**src/rtl/tct_pkg.sv**
```systemverilog
// ----------------------------------------------------------------------------
// tct_pkg
// Shared types and encoding constants for the Thumb-2 constant tracker.
// ----------------------------------------------------------------------------
package tct_pkg;

  localparam int NUM_REGS  = 16;
  localparam int REG_IDX_W = 4;
  localparam int CFG_IDX_W = 1;

  // config register indexes
  localparam logic [CFG_IDX_W-1:0] CFG_TARGET_ADDRESS = 1'd0;
  localparam logic [CFG_IDX_W-1:0] CFG_IMAGE_SIZE     = 1'd1;

  // encoding masks and patterns
  localparam logic [15:0] MOVN_MASK   = 16'hF800;
  localparam logic [15:0] MOVN_PAT    = 16'h2000;
  localparam logic [15:0] MOVI_MASK   = 16'hFBEF;
  localparam logic [15:0] MOVI_PAT    = 16'hF04F;
  localparam logic [15:0] MOV16_MASK  = 16'hFBF0;
  localparam logic [15:0] MOVW_PAT    = 16'hF240;
  localparam logic [15:0] MOVT_PAT    = 16'hF2C0;
  localparam logic [15:0] LDRN_MASK   = 16'hF800;
  localparam logic [15:0] LDRN_PAT    = 16'h4800;
  localparam logic [15:0] LDRW_MASK   = 16'hFF7F;
  localparam logic [15:0] LDRW_PAT    = 16'hF85F;
  localparam logic [15:0] ADD3_MASK   = 16'hFE00;
  localparam logic [15:0] ADD3_PAT    = 16'h1800;
  localparam logic [15:0] ADDHI_MASK  = 16'hFF00;
  localparam logic [15:0] ADDHI_PAT   = 16'h4400;
  localparam logic [15:0] ADDW_MASK   = 16'hFFE0;
  localparam logic [15:0] ADDW_PAT    = 16'hEB00;
  localparam logic [32:0] WORD_ALIGN  = {1'b1, 32'hFFFFFFFC};
  localparam logic [REG_IDX_W-1:0] PC_IDX = 4'd15;

  typedef enum logic [2:0] {
    OP_NONE,
    OP_MOV,
    OP_LDR,
    OP_MOVT,
    OP_ADD
  } op_t;

  typedef struct packed {
    op_t                  op;
    logic                 wide;
    logic [REG_IDX_W-1:0] rd;
    logic [31:0]          value;
    logic                 ldr_sub;
  } dec_t;

endpackage

```
**src/rtl/thumb2_constant_xref_tracker.sv**
```systemverilog
// ----------------------------------------------------------------------------
// thumb2_constant_xref_tracker
// Tracks constants loaded into core registers by a Thumb-2 instruction
// stream and flags ADD Rd,PC results that equal the target address.
//
//   channel | direction | handshake            | payload
//   in_     | in        | in_valid / in_stall  | first_item, insn_offset, halfwords, literal
//   out_    | out       | out_valid / out_stall| found, wide, match_offset
//   cfg_    | in        | cfg_valid / cfg_ready| cfg_index, cfg_data
//
// One request accepted per cycle unless in_stall is high; stages are the input register, then
// decode, register file read-modify-write and compare into the result
// register. The register file update and the next request's read meet in
// the same single execute stage. Synchronous active-low reset clears the
// register file valid bits, config and pipe valids; no clearing pass.
// An out_stall holds the result register and backs up into in_stall once
// the input register is full. cfg_ready is always high.
// ----------------------------------------------------------------------------
module thumb2_constant_xref_tracker (
  input  logic                          clk,
  input  logic                          rst_n,
  input  logic                          in_valid,
  output logic                          in_stall,
  input  logic                          in_first_item,
  input  logic [31:0]                   in_insn_offset,
  input  logic [15:0]                   in_first_halfword,
  input  logic [15:0]                   in_second_halfword,
  input  logic [31:0]                   in_literal_word,
  output logic                          out_valid,
  input  logic                          out_stall,
  output logic                          out_found,
  output logic                          out_wide,
  output logic [31:0]                   out_match_offset,
  input  logic                          cfg_valid,
  output logic                          cfg_ready,
  input  logic [tct_pkg::CFG_IDX_W-1:0] cfg_index,
  input  logic [31:0]                   cfg_data
);
  import tct_pkg::*;

  logic                 s1_vld_r;
  logic                 s1_first_r;
  logic [31:0]          s1_off_r;
  logic [15:0]          s1_h0_r;
  logic [15:0]          s1_h1_r;
  logic [31:0]          s1_lit_r;

  logic                 out_valid_r;
  logic                 out_found_r;
  logic                 out_wide_r;
  logic [31:0]          out_off_r;

  logic [31:0]          target_r;
  logic [31:0]          image_size_r;

  logic [31:0]          val_r [NUM_REGS];
  logic [NUM_REGS-1:0]  vld_r;
  logic [NUM_REGS-1:0]  vld_nxt;

  dec_t                 dec;
  logic                 out_adv;
  logic                 move;
  logic [31:0]          cur;
  logic [32:0]          pc_al;
  logic [33:0]          laddr;
  logic                 lit_ok;
  logic [31:0]          add_sum;
  logic                 wr_en;
  logic [31:0]          wr_data;
  logic                 found;

  tct_decode u_dec (
    .first_halfword  (s1_h0_r),
    .second_halfword (s1_h1_r),
    .dec             (dec)
  );

  assign out_adv   = ~out_valid_r | ~out_stall;
  assign move      = s1_vld_r & out_adv;
  assign in_stall  = s1_vld_r & ~out_adv;
  assign cfg_ready = 1'b1;

  assign cur = (s1_first_r || !vld_r[dec.rd]) ? 32'd0 : val_r[dec.rd];

  // literal address, no wrap
  assign pc_al  = ({1'b0, s1_off_r} + 33'd4) & WORD_ALIGN;
  assign laddr  = dec.ldr_sub ? ({1'b0, pc_al} - {2'b00, dec.value})
                              : ({1'b0, pc_al} + {2'b00, dec.value});
  assign lit_ok = ~laddr[33] && (({1'b0, laddr} + 35'd4) <= {3'b000, image_size_r});

  assign add_sum = cur + s1_off_r + 32'd4;

  always_comb begin
    wr_en   = 1'b0;
    wr_data = '0;
    found   = 1'b0;
    unique case (dec.op)
      OP_MOV: begin
        wr_en   = 1'b1;
        wr_data = dec.value;
      end
      OP_LDR: begin
        wr_en   = lit_ok;
        wr_data = s1_lit_r;
      end
      OP_MOVT: begin
        wr_en   = 1'b1;
        wr_data = {dec.value[15:0], cur[15:0]};
      end
      OP_ADD: begin
        wr_en   = 1'b1;
        wr_data = add_sum;
        found   = (add_sum == target_r);
      end
      OP_NONE: begin
        wr_en = 1'b0;
      end
      default: begin
        wr_en = 1'b0;
      end
    endcase
  end

  // config
  always_ff @(posedge clk) begin
    if (!rst_n) begin
      target_r     <= '0;
      image_size_r <= '0;
    end else if (cfg_valid && cfg_ready) begin
      unique case (cfg_index)
        CFG_TARGET_ADDRESS: target_r     <= cfg_data;
        CFG_IMAGE_SIZE:     image_size_r <= cfg_data;
        default: begin
        end
      endcase
    end
  end

  // input register
  always_ff @(posedge clk) begin
    if (!rst_n) begin
      s1_vld_r <= 1'b0;
    end else if (!in_stall) begin
      s1_vld_r <= in_valid;
    end
  end

  always_ff @(posedge clk) begin
    if (in_valid && !in_stall) begin
      s1_first_r <= in_first_item;
      s1_off_r   <= in_insn_offset;
      s1_h0_r    <= in_first_halfword;
      s1_h1_r    <= in_second_halfword;
      s1_lit_r   <= in_literal_word;
    end
  end

  // register value file
  always_comb begin
    vld_nxt = s1_first_r ? '0 : vld_r;
    if (wr_en) begin
      vld_nxt[dec.rd] = 1'b1;
    end
  end

  always_ff @(posedge clk) begin
    if (!rst_n) begin
      vld_r <= '0;
    end else if (move) begin
      vld_r <= vld_nxt;
    end
  end

  always_ff @(posedge clk) begin
    if (move && wr_en) begin
      val_r[dec.rd] <= wr_data;
    end
  end

  // result register
  always_ff @(posedge clk) begin
    if (!rst_n) begin
      out_valid_r <= 1'b0;
    end else if (out_adv) begin
      out_valid_r <= s1_vld_r;
    end
  end

  always_ff @(posedge clk) begin
    if (move) begin
      out_found_r <= found;
      out_wide_r  <= dec.wide;
      out_off_r   <= s1_off_r;
    end
  end

  assign out_valid        = out_valid_r;
  assign out_found        = out_found_r;
  assign out_wide         = out_wide_r;
  assign out_match_offset = out_off_r;

  a_stall_only_full: assert property (@(posedge clk) disable iff (!rst_n)
    in_stall |-> s1_vld_r)
    else $error("input stalled with empty input register");

  a_accept_fills: assert property (@(posedge clk) disable iff (!rst_n)
    (in_valid && !in_stall) |=> s1_vld_r)
    else $error("accepted request not held in input register");

  a_move_result: assert property (@(posedge clk) disable iff (!rst_n)
    move |=> (out_valid_r && out_off_r == $past(s1_off_r)))
    else $error("result register did not take the request");

  a_first_clears: assert property (@(posedge clk) disable iff (!rst_n)
    (move && s1_first_r) |=> ($countones(vld_r) <= 1))
    else $error("register file not cleared on first item");

  a_found_add: assert property (@(posedge clk) disable iff (!rst_n)
    (move && found) |-> (dec.op == OP_ADD))
    else $error("found raised outside an add");

endmodule

```
**src/rtl/tct_decode.sv**
```systemverilog
// ----------------------------------------------------------------------------
// tct_decode
// Instruction decode: classifies the instruction, picks the destination
// register and builds the immediate value or literal offset.
// ----------------------------------------------------------------------------
module tct_decode (
  input  logic [15:0]   first_halfword,
  input  logic [15:0]   second_halfword,
  output tct_pkg::dec_t dec
);
  import tct_pkg::*;

  function automatic logic [31:0] expand_imm(input logic [11:0] imm12);
    logic [7:0]  b;
    logic [63:0] dbl;
    logic [31:0] rv;
    b   = imm12[7:0];
    dbl = '0;
    rv  = '0;
    if (imm12[11:10] == 2'b00) begin
      unique case (imm12[9:8])
        2'd0: rv = {24'd0, b};
        2'd1: rv = {8'd0, b, 8'd0, b};
        2'd2: rv = {b, 8'd0, b, 8'd0};
        2'd3: rv = {b, b, b, b};
        default: rv = '0;
      endcase
    end else begin
      dbl = {24'd0, 1'b1, imm12[6:0], 24'd0, 1'b1, imm12[6:0]} >> imm12[11:7];
      rv  = dbl[31:0];
    end
    return rv;
  endfunction

  logic [15:0] h0;
  logic [15:0] h1;
  logic        h1_ok;
  logic [11:0] imm12;
  logic [15:0] imm16;

  assign h0    = first_halfword;
  assign h1    = second_halfword;
  assign h1_ok = ~h1[15];
  assign imm12 = {h0[10], h1[14:12], h1[7:0]};
  assign imm16 = {h0[3:0], imm12};

  always_comb begin
    dec         = '0;
    dec.op      = OP_NONE;
    dec.wide    = (h0[15:13] == 3'b111) && (h0[12:11] != 2'b00);
    dec.ldr_sub = 1'b0;
    priority if ((h0 & MOVN_MASK) == MOVN_PAT) begin
      dec.op    = OP_MOV;
      dec.rd    = {1'b0, h0[10:8]};
      dec.value = {24'd0, h0[7:0]};
    end else if ((h0 & MOVI_MASK) == MOVI_PAT && h1_ok) begin
      dec.op    = OP_MOV;
      dec.rd    = h1[11:8];
      dec.value = expand_imm(imm12);
    end else if ((h0 & MOV16_MASK) == MOVW_PAT && h1_ok) begin
      dec.op    = OP_MOV;
      dec.rd    = h1[11:8];
      dec.value = {16'd0, imm16};
    end else if ((h0 & LDRN_MASK) == LDRN_PAT) begin
      dec.op    = OP_LDR;
      dec.rd    = {1'b0, h0[10:8]};
      dec.value = {22'd0, h0[7:0], 2'b00};
    end else if ((h0 & LDRW_MASK) == LDRW_PAT) begin
      dec.op      = OP_LDR;
      dec.rd      = h1[15:12];
      dec.value   = {20'd0, h1[11:0]};
      dec.ldr_sub = ~h0[7];
    end else if ((h0 & MOV16_MASK) == MOVT_PAT && h1_ok) begin
      dec.op    = OP_MOVT;
      dec.rd    = h1[11:8];
      dec.value = {16'd0, imm16};
    end else if ((h0 & ADD3_MASK) == ADD3_PAT) begin
      // three-register form cannot name pc as rm
      dec.op = OP_NONE;
    end else if ((h0 & ADDHI_MASK) == ADDHI_PAT) begin
      if (h0[6:3] == PC_IDX) begin
        dec.op = OP_ADD;
        dec.rd = {h0[7], h0[2:0]};
      end
    end else if ((h0 & ADDW_MASK) == ADDW_PAT) begin
      if (h1[3:0] == PC_IDX && h0[3:0] == h1[11:8]) begin
        dec.op = OP_ADD;
        dec.rd = h1[11:8];
      end
    end else begin
      dec.op = OP_NONE;
    end
  end

endmodule
```
**config.mk**
```make
export PLATFORM = sky130hd
export DESIGN_NAME = thumb2_constant_xref_tracker
export DESIGN_NICKNAME = d
export VERILOG_FILES = /design/src/rtl/tct_pkg.sv /design/src/rtl/thumb2_constant_xref_tracker.sv /design/src/rtl/tct_decode.sv
export SDC_FILE = /design/constraint.sdc
export NUM_CORES = 1
export LEC_CHECK = 0
export ABC_CLOCK_PERIOD_IN_PS = 25100
export BUFFER_PORTS_ARGS = -buffer_cell sky130_fd_sc_hd__buf_2
export CAP_MARGIN = 15
export CORE_ASPECT_RATIO = 2
export CORE_UTILIZATION = 50
export DETAILED_ROUTE_END_ITERATION = 6
export HOLD_SLACK_MARGIN = 0.05
export PLACE_DENSITY = 0.72
export SYNTH_ARGS = -nofsm -noshare
export SYNTH_HDL_FRONTEND = slang
export SYNTH_HIERARCHICAL = 1
export SYNTH_SLANG_ARGS = --single-unit
```
**constraint.sdc**
```tcl
create_clock -name clk -period 25.1 [get_ports clk]
set_input_delay 5.02 -clock clk [delete_from_list [all_inputs] [get_ports clk]]
set_output_delay 5.02 -clock clk [all_outputs]
set_load 0.02 [all_outputs]
```
==> load_flow_metrics.sql, run 1 <==
INSERT INTO impl_metrics (metric_group, metric, value, unit) VALUES
('global_route', 'grt_start_max_net_pins', '147', ''),
('placement', 'detailedPlacementHpwl', '90800', 'um'),
('sta', 'layout_min_cycle_time', '10.63', 'ns'),
('die', 'core.rowCount', '141', ''),
('route', 'route.vias.total', '25900', ''),
('worst_setup_path', 'crit_path_top_delay_cell', 'and3_1', ''),
('logic_synthesis', 'synth_enable_flop_cells', '643', ''),
('clock_network', 'clk_root_buffer_cell', 'clkbuf_16', ''),
('die', 'core', '74100', 'um2'),
('global_route', 'met3_usage', '0.0447', ''),
('sta', 'hold_violations', '0', ''),
('route', 'wire_per_inst', '30.4', 'um'),
('global_route', 'met1_usage', '0.344', ''),
('worst_hold_path', 'min_path_type', 'reg -> reg', ''),
('logic_synthesis', 'synthCells', '2849', ''),
('placement', 'post_dp_cell_area', '39700', 'um2'),
('finish', 'final-seq-area', '21000', 'um2'),
('die', 'initial_util', '0.507', ''),
('die', 'die_area', '76400', 'um2'),
('finish', 'n_fill_cell', '5920', ''),
('global_route', 'grt-ovfl-total', '0', ''),
('worst_setup_path', 'cp_cell_sequence', 'buf_2, and3_1, buf_2', ''),
('sta', 'post-route-worst-setup-slack', '14.47', 'ns'),
('flow_run', 'drv.max_cap_violation_count', '0', ''),
('finish', 'final_cell_count_without_fillers', '3999', ''),
('worst_setup_path', 'cp_max_fo', '3', ''),
('global_route', 'gr-max-usage-layer', 'met2', ''),
('clock_network', 'cts_tree', 'done', ''),
('logic_synthesis', 'mappedNetlistArea', '37600', 'um2'),
('die', 'fp.dieW', '196', 'um'),
('worst_setup_path', 'cp.arrival', '5.61', 'ns'),
('global_route', 'first_pass_grt_wire_length', '175000', 'um'),
('logic_synthesis', 'async_flop_share', '0', ''),
('logic_synthesis', 'post-synth-top-area-cell', 'edfxtp_1', ''),
('sta', 'rsz0062_at_grt', 'no', ''),
('route', 'wl', '121000', 'um'),
('power', 'power.density', '61.3', 'nW/um2'),
('power', 'irDropWorstVdd', '0.000104', 'V'),
('sta', 'drv_slew', '0', ''),
('global_route', 'grt_antenna_before_repair', '3', ''),
('sta', 'fin_tns_setup', '0', 'ns'),
('worst_setup_path', 'worst_setup_path_start_kind', 'primary input', ''),
('clock_network', 'holdBufCountCts', '0', ''),
('sta', 'fin_crit_sh', '0.424', ''),
('placement', 'buffer_ports.inserted', '170', ''),
('logic_synthesis', 'ys_ff_latch', '725', ''),
('logic_synthesis', 'syn_avg_cell_area', '13.2', 'um2'),
('global_route', 'globalRouteMet2Util', '0.576', ''),
('status', 'run_status', 'complete, but fails checks', ''),
('logic_synthesis', 'yosys.cell_types.count', '109', ''),
('route', 'drc_errors', '1', ''),
('clock_network', 'clock_insertion_delay_worst_skew', '0.66', 'ns'),
('logic_synthesis', 'proportion_of_netlist_area_held_by_the_largest_area_contributor', '0.514', ''),
('route', 'drt_iter0_markers', '2281', ''),
('clock_network', 'htreeDepth', '3', ''),
('finish', 'final_net_count', '3312', ''),
('clock_network', 'cts_buffers', '66', ''),
('placement', 'pre_cts_slack', '14.45', 'ns'),
('worst_setup_path', 'path_class', 'in -> out', ''),
('logic_synthesis', 'number_of_synthesis_warnings', '6', ''),
('worst_setup_path', 'end_kind', 'output pin', ''),
('status', 'failing_checks', 'DRC', ''),
('worst_setup_path', 'most_frequent_cell_on_critical_path', 'buf_2', ''),
('sta', 'timing.max_slew.rel_slack', '0.169', ''),
('die', 'pin_count', '172', ''),
('logic_synthesis', 'synth_sequential_area_ratio', '0.557', ''),
('route', 'vias_per_cell', '6.46', ''),
('logic_synthesis', 'synth_top_cells_by_area', 'edfxtp_1, mux4_2, ha_1', ''),
('route', 'route.antenna.remaining_nets', '0', ''),
('power', 'total_leakage_power', '15.8', 'nW'),
('finish', 'multiInputGateArea', '15700', 'um2');
-- cells by family (layout without fill, tap and decap cells) --
kind of cell | count (synthesis) | after routing | share of synthesized area
simple gates | 729 | 729 | 0.101
flops | 725 | 725 | 0.557
compound gates | 593 | 593 | 0.109
buf+inv | 285 | 505 | 0.0303
mux | 219 | 219 | 0.115
fa+ha+maj | 159 | 159 | 0.0533
xor+xnor | 138 | 138 | 0.0338
other cells | 1 | 2 | 0.0000997
-- cell usage in the layout, fill, tap and decap left out, types with 20 or more instances in the layout --
cell and n:
edfxtp_1 643, nand2_1 223, buf_2 170, mux4_2 163
ha_1 157, nor2_1 143, inv_1 118, a21oi_1 114
xnor2_1 94, buf_4 87, dfxtp_1 82, a21boi_0 71
clkbuf_16 69, o21ai_0 63, nor2b_1 53, a21o_1 49
nand3_1 43, nand4_1 42, xor2_1 40, mux2i_1 40
a22oi_1 40, nor3_1 30, o22ai_1 30, and3_1 25
a31oi_1 23, o21bai_1 21, nand2b_1 20
-- state kept, by name, indices dropped and copies added, names as in the netlist --
| register | flops |
|---|---|
| image_size_r | 32 |
| out_found | 1 |
| out_match_offset | 32 |
| out_valid | 1 |
| out_wide | 1 |
| s1_first_r | 1 |
| s1_h0_r | 16 |
| s1_h1_r | 16 |
| s1_lit_r | 32 |
| s1_off_r | 32 |
| s1_vld_r | 1 |
| target_r | 32 |
| val_r | 512 |
| vld_r | 16 |
-- layout make-up --
class / count / area share
Sequential cell: 725 / 0.499
Multi-Input combinational cell: 1839 / 0.373
Clock buffer: 81 / 0.0424
Timing Repair Buffer: 260 / 0.0374
Tap cell: 929 / 0.0277
Inverter: 126 / 0.0113
Clock inverter: 38 / 0.00980
Antenna cell: 1 / 0.0000596
-- final timing paths --
kind                    start  cells past startpoint     endpoint  slack (ns)
setup reg to reg  s1_h1_r[13]                     32  val_r[2][2]       14.49
hold / removal       vld_r[9]                      1     vld_r[9]        0.46
hold reg to reg      vld_r[9]                      1     vld_r[9]        0.46
setup / recovery    out_stall                      3     in_stall       14.47
-- per-layer routing --
layer,vias to the layer above,part of all wire,wire (um)
met3,331,0.057,6930
li1,11300,-,-
met2,1205,0.52,63600
met1,13000,0.34,41100
met5,-,0.000074,9
met4,2,0.080,9770
-- power by group --
group,internal (W),leakage (nW),switching (W)
sequential,0.00132,7.77,0.0000214
clock,0.000576,1.07,0.000461
combinational,0.0000733,6.91,0.000126
total,0.00197,15.8,0.000608
-- metrics by stage --
| stage | utilization | power, W | hold slack [ns] |
|---|---|---|---|
| after global placement | 0.536 | 0.00156 | 0.439 |
| final | 0.567 | 0.00258 | 0.463 |
| after global routing | 0.567 | 0.00265 | 0.476 |
| after floorplan | - | 0.00149 | 0.433 |
| after detailed placement | 0.536 | 0.00156 | 0.451 |
| after CTS | 0.566 | 0.00259 | 0.467 |
-- worst max-delay path, delay by kind of cell --
kind | cells | cell delay [ns]
AND/OR/NAND/NOR | 1 | 0.26
buffers and inverters | 2 | 0.33
-- synthesized netlist by cell type (all sizes together) (18+ instances only) --
cell,n
nor3,48
a32o,18
a21boi,75
nand2,224
o21ai,80
nand2b,22
a211oi,18
nor2,144
dfxtp,82
xnor2,95
and3,25
a22oi,40
buf,51
inv,124
edfxtp,643
nand4,42
nor4,20
o21bai,22
xor2,40
a31oi,23
a21o,49
ha,157
nand3,44
mux4,169
clkbuf,108
nor2b,57
a21oi,116
mux2i,40
o22ai,30
Power figures use the tool's default switching activity.
==> run 2: changes to the inputs <==
--- a/config.mk
+++ b/config.mk
@@ -5,7 +5,7 @@
 export SDC_FILE = /design/constraint.sdc
 export NUM_CORES = 1
 export LEC_CHECK = 0
-export ABC_CLOCK_PERIOD_IN_PS = 25100
+export ABC_CLOCK_PERIOD_IN_PS = 10400
 export BUFFER_PORTS_ARGS = -buffer_cell sky130_fd_sc_hd__buf_2
 export CAP_MARGIN = 15
 export CORE_ASPECT_RATIO = 2
==> constraint.sdc (replaced) <==
create_clock -name clk -period 10.4 [get_ports clk]
set_input_delay 2.08 -clock clk [delete_from_list [all_inputs] [get_ports clk]]
set_output_delay 2.08 -clock clk [all_outputs]
set_load 0.02 [all_outputs]
==> load_flow_metrics.sql, run 2 (synthesis gave the netlist of run 1 again) <==
INSERT INTO impl_metrics (metric_group, metric, value, unit) VALUES
('global_route', 'grt-ovfl-total', '0', ''),
('route', 'drt_iter0_markers', '2623', ''),
('finish', 'layout_common_cells', 'edfxtp_1, nand2_1, buf_2', ''),
('route', 'drc_errors', '0', ''),
('clock_network', 'cts_tree', 'done', ''),
('worst_setup_path', 'end_kind', 'register', ''),
('worst_setup_path', 'most_frequent_cell_on_critical_path', 'o21ai_1', ''),
('clock_network', 'cts_resized', '0', ''),
('sta', 'worst-slew-pin-transition', '1.19', 'ns'),
('global_route', 'globalRouteMet2Util', '0.581', ''),
('clock_network', 'post_cts_setup_bufs', '0', ''),
('power', 'power.density', '148', 'nW/um2'),
('die', 'core', '74100', 'um2'),
('die', 'fp.dieW', '196', 'um'),
('worst_hold_path', 'min_path_type', 'reg -> reg', ''),
('clock_network', 'worst_setup_hold_path_clk_slew', '0.07', 'ns'),
('power', 'power.total', '0.00628', 'W'),
('global_route', 'met1_usage', '0.346', ''),
('die', 'core.rowCount', '141', ''),
('sta', 'layout_min_cycle_time', '9.84', 'ns'),
('worst_setup_path', 'path_class', 'reg -> reg', ''),
('global_route', 'gr-max-usage-layer', 'met2', ''),
('clock_network', 'clock_insertion_delay_worst_skew', '0.66', 'ns'),
('clock_network', 'clk_root_buffer_cell', 'clkbuf_16', ''),
('finish', 'most_common_cell_after_layout_fill_and_taps_aside', 'edfxtp_1', ''),
('die', 'pin_count', '172', ''),
('sta', 'worst_clock_skew', '0.0375', 'ns'),
('worst_setup_path', 'cp.arrival', '10.16', 'ns'),
('clock_network', 'cts-root-to-sink-buffers', '3', ''),
('sta', 'final.hold.worst_slack', '0.469', 'ns'),
('worst_setup_path', 'worst_setup_path_start_kind', 'register', ''),
('placement', 'buffer_ports.inserted', '170', ''),
('route', 'dr.pass1.iters', '7', ''),
('clock_network', 'cts_buffers', '66', ''),
('sta', 'rsz0062_at_grt', 'no', ''),
('sta', 'drv_slew', '0', ''),
('placement', 'post_dp_cell_area', '40200', 'um2'),
('finish', 'syn_to_final_growth', '13.1', '%'),
('global_route', 'grt_start_max_net_pins', '70', ''),
('clock_network', 'clock_sink_count', '725', ''),
('sta', 'timing.max_slew.rel_slack', '0.206', ''),
('clock_network', 'holdBufCountCts', '0', ''),
('route', 'route.antenna.remaining_nets', '0', ''),
('global_route', 'first_global_vias', '26600', ''),
('route', 'route.vias.total', '26200', ''),
('placement', 'detailedPlacementHpwl', '92500', 'um'),
('sta', 'hold_violations', '0', ''),
('finish', 'final-seq-area', '21000', 'um2'),
('finish', 'share_of_cells_above_drive_strength_1', '0.207', ''),
('finish', 'layout_utilization', '0.574', ''),
('flow_run', 'drv.max_cap_violation_count', '0', ''),
('route', 'vias_per_cell', '6.50', ''),
('global_route', 'first_pass_grt_wire_length', '179000', 'um'),
('worst_setup_path', 'slowest_delay', '0.82', 'ns'),
('global_route', 'track_usage', '0.328', ''),
('sta', 'fin_crit_sh', '0.946', ''),
('finish', 'number_of_flip_flops_under_the_largest_register_name', '512', ''),
('sta', 'setup_viol', '0', ''),
('die', 'initial_util', '0.507', ''),
('route', 'wire_per_inst', '30.6', 'um'),
('worst_setup_path', 'worstPathRequired', '10.72', 'ns'),
('sta', 'achievable-frequency', '0.102', 'GHz'),
('worst_setup_path', 'crit_path_top_delay_cell', 'edfxtp_1', ''),
('sta', 'fin_tns_setup', '0', 'ns'),
('worst_setup_path', 'cp_max_fo', '29', ''),
('die', 'vertical_die_dimension', '390', 'um'),
('finish', 'multiInputGateArea', '15700', 'um2'),
('global_route', 'grt_antenna_before_repair', '9', ''),
('die', 'die_area', '76400', 'um2'),
('finish', 'n_fill_cell', '5874', ''),
('placement', 'gp_congestion', '1.03', ''),
('finish', 'register_with_the_most_flip_flops', 'val_r', ''),
('clock_network', 'htreeDepth', '3', ''),
('finish', 'final_net_count', '3345', ''),
('power', 'irDropWorstVdd', '0.000240', 'V'),
('power', 'total_leakage_power', '16.0', 'nW'),
('finish', 'finalInstanceArea', '42500', 'um2'),
('status', 'run_status', 'completed', ''),
('global_route', 'met3_usage', '0.0585', ''),
('route', 'wl', '123000', 'um');
[run 2: area by class of cell]
class,count,area share
Antenna cell,4,0.000235
Clock buffer,80,0.0418
Clock inverter,42,0.0117
Inverter,126,0.0111
Multi-Input combinational cell,1839,0.369
Sequential cell,725,0.493
Tap cell,929,0.0273
Timing Repair Buffer,293,0.0464
[run 2: where the power goes]
part	internal, W	switching [W]	leakage [nW]
logic	0.000181	0.000306	7.11
clock network	0.00142	0.00114	1.09
registers	0.00318	0.0000501	7.77
[run 2: path summary, 6_finish.rpt]
path | start | end | slack (ns) | cells after the start
worst max-delay path | s1_h1_r[13] | val_r[4][3] | 0.56 | 33
worst min register to register | vld_r[2] | vld_r[2] | 0.47 | 1
worst max register to register | s1_h1_r[13] | val_r[4][3] | 0.56 | 33
worst min-delay path | vld_r[2] | vld_r[2] | 0.47 | 1
[run 2: metrics by stage]
step,cells,worst slack [ns]
2_1_floorplan,2849,0.879
3_3_place_gp,3906,0.792
3_5_place_dp,3906,0.792
4_1_cts,4028,0.742
5_1_grt,4036,0.0943
6_report,4038,0.558
[run 2: worst max-delay path: cells and delay by family, from the launching register on]
kind	cells	cell delay, ns
xor+xnor	1	0.15
simple gates	9	1.97
flops	1	0.82
buf+inv	5	1.28
fa+ha+maj	2	0.77
compound gates	16	4.51
[run 2: layer usage]
| layer | wire (um) | vias up |
|---|---|---|
| met5 | 69 | - |
| met1 | 41000 | 13200 |
| met4 | 10600 | 10 |
| met2 | 63900 | 1228 |
| li1 | - | 11400 |
| met3 | 7840 | 389 |
==> run 3: changes to the inputs <==
--- a/config.mk
+++ b/config.mk
@@ -15,5 +15,4 @@
 export PLACE_DENSITY = 0.72
 export SYNTH_ARGS = -nofsm -noshare
 export SYNTH_HDL_FRONTEND = slang
-export SYNTH_HIERARCHICAL = 1
 export SYNTH_SLANG_ARGS = --single-unit
==> constraint.sdc (replaced) <==
create_clock -name clk -period 10.4 [get_ports clk]
set_input_delay 0.52 -clock clk [delete_from_list [all_inputs] [get_ports clk]]
set_output_delay 0.52 -clock clk [all_outputs]
set_load 0.02 [all_outputs]
==> load_flow_metrics.sql, run 3 <==
INSERT INTO impl_metrics (metric_group, metric, value, unit) VALUES
('global_route', 'first_pass_grt_wire_length', '197000', 'um'),
('worst_hold_path', 'min_path_type', 'in -> reg', ''),
('global_route', 'grt_start_max_net_pins', '143', ''),
('finish', 'share_of_cells_above_drive_strength_1', '0.122', ''),
('global_route', 'grt-ovfl-total', '0', ''),
('sta', 'fin_tns_setup', '0', 'ns'),
('power', 'power.density', '138', 'nW/um2'),
('placement', 'placed_cells_incl_taps', '4809', ''),
('finish', 'n_fill_cell', '6488', ''),
('global_route', 'track_usage', '0.352', ''),
('die', 'core.rowCount', '143', ''),
('finish', 'final_cell_count_without_fillers', '5005', ''),
('die', 'core', '75900', 'um2'),
('die', 'initial_util', '0.504', ''),
('route', 'wl', '137000', 'um'),
('worst_setup_path', 'reg2reg_depth', '30', ''),
('worst_hold_path', 'timing.hold.worst_endpoint', 's1_h1_r[2]', ''),
('worst_setup_path', 'crit_path_top_delay_cell', 'nor3_1', ''),
('status', 'run_status', 'completed', ''),
('clock_network', 'cts_tree', 'done', ''),
('logic_synthesis', 'synth.cells.most_frequent', 'nand2_1, edfxtp_1, a21oi_1', ''),
('route', 'drt_iter0_markers', '2746', ''),
('clock_network', 'clock_insertion_delay_worst_skew', '0.69', 'ns'),
('sta', 'setup_viol', '0', ''),
('global_route', 'grt_antenna_before_repair', '2', ''),
('finish', 'most_common_cell_after_layout_fill_and_taps_aside', 'nand2_1', ''),
('route', 'wire_per_inst', '27.3', 'um'),
('worst_setup_path', 'r2r_slack', '0.43', 'ns'),
('die', 'pin_count', '172', ''),
('power', 'total_leakage_power', '16.6', 'nW'),
('logic_synthesis', 'post-synth-top-area-cell', 'edfxtp_1', ''),
('sta', 'layout_min_cycle_time', '9.97', 'ns'),
('worst_setup_path', 'capture_point_of_the_worst_reg_to_reg_path', 'val_r[13][29]', ''),
('route', 'route.antenna.remaining_nets', '0', ''),
('sta', 'timing.max_slew.rel_slack', '0.106', ''),
('logic_synthesis', 'async_flop_share', '0', ''),
('sta', 'post-route-worst-setup-slack', '0.429', 'ns'),
('worst_hold_path', 'min_delay_path_depth', '1', ''),
('worst_setup_path', 'path_class', 'reg -> reg', ''),
('flow_run', 'drv.max_cap_violation_count', '0', ''),
('finish', 'final_net_count', '4239', ''),
('worst_setup_path', 'end_kind', 'register', ''),
('logic_synthesis', 'synthFlopType', 'edfxtp_1', ''),
('logic_synthesis', 'synth_most_common_cell', 'nand2_1', ''),
('clock_network', 'cts-root-to-sink-buffers', '3', ''),
('placement', 'gp_congestion', '1.06', ''),
('sta', 'worst_clock_skew', '0.0469', 'ns'),
('worst_setup_path', 'cp.arrival', '10.34', 'ns'),
('die', 'die_area', '77700', 'um2'),
('finish', 'layout_common_cells', 'nand2_1, edfxtp_1, a21oi_1', ''),
('logic_synthesis', 'ys_ff_latch', '725', ''),
('finish', 'antennaDiodeCount', '0', ''),
('sta', 'worst-slew-pin-transition', '1.34', 'ns'),
('worst_setup_path', 'worstPathRequired', '10.77', 'ns'),
('placement', 'buffer_ports.inserted', '170', ''),
('worst_setup_path', 'cp_max_fo', '21', ''),
('placement', 'detailedPlacementHpwl', '99900', 'um'),
('worst_hold_path', 'holdCritStartpoint', 'in_second_halfword[2]', ''),
('finish', 'syn_to_final_growth', '14.0', '%'),
('clock_network', 'clk_root_buffer_cell', 'clkbuf_16', ''),
('logic_synthesis', 'syn_avg_cell_area', '10.3', 'um2'),
('route', 'dr.pass1.iters', '5', ''),
('sta', 'achievable-frequency', '0.100', 'GHz'),
('logic_synthesis', 'mappedNetlistArea', '38200', 'um2'),
('sta', 'fin_crit_sh', '0.959', ''),
('worst_setup_path', 'rr_startpoint', 's1_h1_r[12]', ''),
('route', 'drc_errors', '0', ''),
('finish', 'register_with_the_most_flip_flops', 'val_r', ''),
('logic_synthesis', 'synth_enable_flop_cells', '643', ''),
('sta', 'drv_slew', '0', ''),
('finish', 'number_of_flip_flops_under_the_largest_register_name', '512', ''),
('logic_synthesis', 'synth_top_cells_by_area', 'edfxtp_1, nand2_1, ha_1', ''),
('logic_synthesis', 'synthCells', '3709', ''),
('global_route', 'first_global_vias', '31000', ''),
('logic_synthesis', 'proportion_of_netlist_area_held_by_the_largest_area_contributor', '0.505', ''),
('route', 'vias_per_cell', '6.23', ''),
('die', 'vertical_die_dimension', '393', 'um'),
('sta', 'hold_violations', '0', ''),
('logic_synthesis', 'number_of_synthesis_warnings', '0', ''),
('logic_synthesis', 'mappedNetlistNets', '4002', ''),
('clock_network', 'worst_setup_hold_path_clk_slew', '0.06', 'ns'),
('logic_synthesis', 'synth_sequential_area_ratio', '0.548', ''),
('logic_synthesis', 'yosys.cell_types.count', '98', ''),
('clock_network', 'post_cts_setup_bufs', '0', ''),
('die', 'fp.dieW', '198', 'um'),
('placement', 'pre_cts_slack', '0.345', 'ns'),
('route', 'route.vias.total', '31200', ''),
('clock_network', 'cts_buffers', '60', ''),
('worst_setup_path', 'worst_setup_path_start_kind', 'register', ''),
('clock_network', 'clock_sink_count', '725', ''),
('clock_network', 'htreeDepth', '2', ''),
('worst_setup_path', 'slowest_delay', '0.81', 'ns'),
('power', 'irDropWorstVdd', '0.000133', 'V'),
('sta', 'rsz0062_at_grt', 'no', '');
## run 3: cell types whose count changed after synthesis, moves of 18 or more
cell,before,now
a31oi_1,23,84
a22oi_1,40,16
clkbuf_1,108,141
a21oi_1,116,202
mux4_2,163,0
nor4_1,16,42
a21o_1,49,30
a32o_1,18,0
and3_1,25,81
mux2i_1,40,16
nor2b_1,57,37
o21ai_0,63,88
nand3_1,43,180
nand2_1,224,822
## run 3: layout make-up
class                      count  area [um2]  share of cell area
inverter                     110         413             0.00947
clock inverter                31         250             0.00574
tap                         1015        1270              0.0291
clock buffer                  75        1590              0.0365
timing repair buffer         391        2990              0.0685
multi-input combinational   2658       16100               0.370
sequential                   725       21000               0.481
## run 3: cells by family after synthesis
family,after synthesis,share of synthesized area
other,1,0.0000981
DFF,725,0.548
AOI/OAI and AO/OA,789,0.140
adders and majority gates,158,0.0521
xor gates and xnor gates,138,0.0322
muxes,18,0.00478
and+or+nand+nor,1554,0.188
buffers and inverters,326,0.0350
## run 3: worst max-delay path by stage
stage	start	endpoint	slack [ns]	depth (start not counted)
final	s1_h1_r[12]	val_r[13][29]	0.43	30
after CTS	s1_h1_r[12]	val_r[13][31]	0.34	30
after global placement	s1_h1_r[12]	val_r[13][25]	0.34	30
after floorplan	s1_h0_r[9]	val_r[10][0]	0.42	32
after global routing	s1_h1_r[7]	val_r[13][30]	0.01	37
after detailed placement	s1_h1_r[12]	val_r[13][22]	0.34	30
## run 3: timing repair
action	4_1_cts	5_1_grt
resized for setup	0	1
hold endpoints to repair	82	0
hold buffers	82	0
setup endpoints to repair	0	509
## run 3: per-layer routing
| layer | GRT usage | part of all wire |
|---|---|---|
| met4 | 0.301 | 0.10 |
| met3 | 0.0657 | 0.068 |
| met2 | 0.626 | 0.51 |
| met5 | 0 | 0 |
| met1 | 0.350 | 0.32 |
## run 3: worst max-delay path, delay by kind of cell (launching register included)
kind / cells / cell delay, ns
AND/OR/NAND/NOR: 16 / 4.81
buffers and inverters: 2 / 0.55
XOR/XNOR: 1 / 0.15
AO/OA/AOI/OAI: 8 / 2.48
adder cells (fa/ha/maj): 2 / 0.73
flip-flops: 1 / 0.71
multiplexers: 1 / 0.21
## run 3: stage by stage
step | utilization | power (W) | instance area [um2] | hold WS (ns)
4_1_cts | 0.573 | 0.00602 | 43500 | 0.0505
3_5_place_dp | 0.538 | 0.00384 | 40800 | 0.446
2_1_floorplan | - | 0.00361 | 38200 | 0.424
3_3_place_gp | 0.538 | 0.00384 | 40800 | 0.435
5_1_grt | 0.575 | 0.00618 | 43600 | 0.0556
6_report | 0.575 | 0.00601 | 43600 | 0.0662
## run 3: where the power goes
part / switching (W) / internal (W)
Combinational: 0.000379 / 0.000204
Clock: 0.00105 / 0.00114
Sequential: 0.0000628 / 0.00318
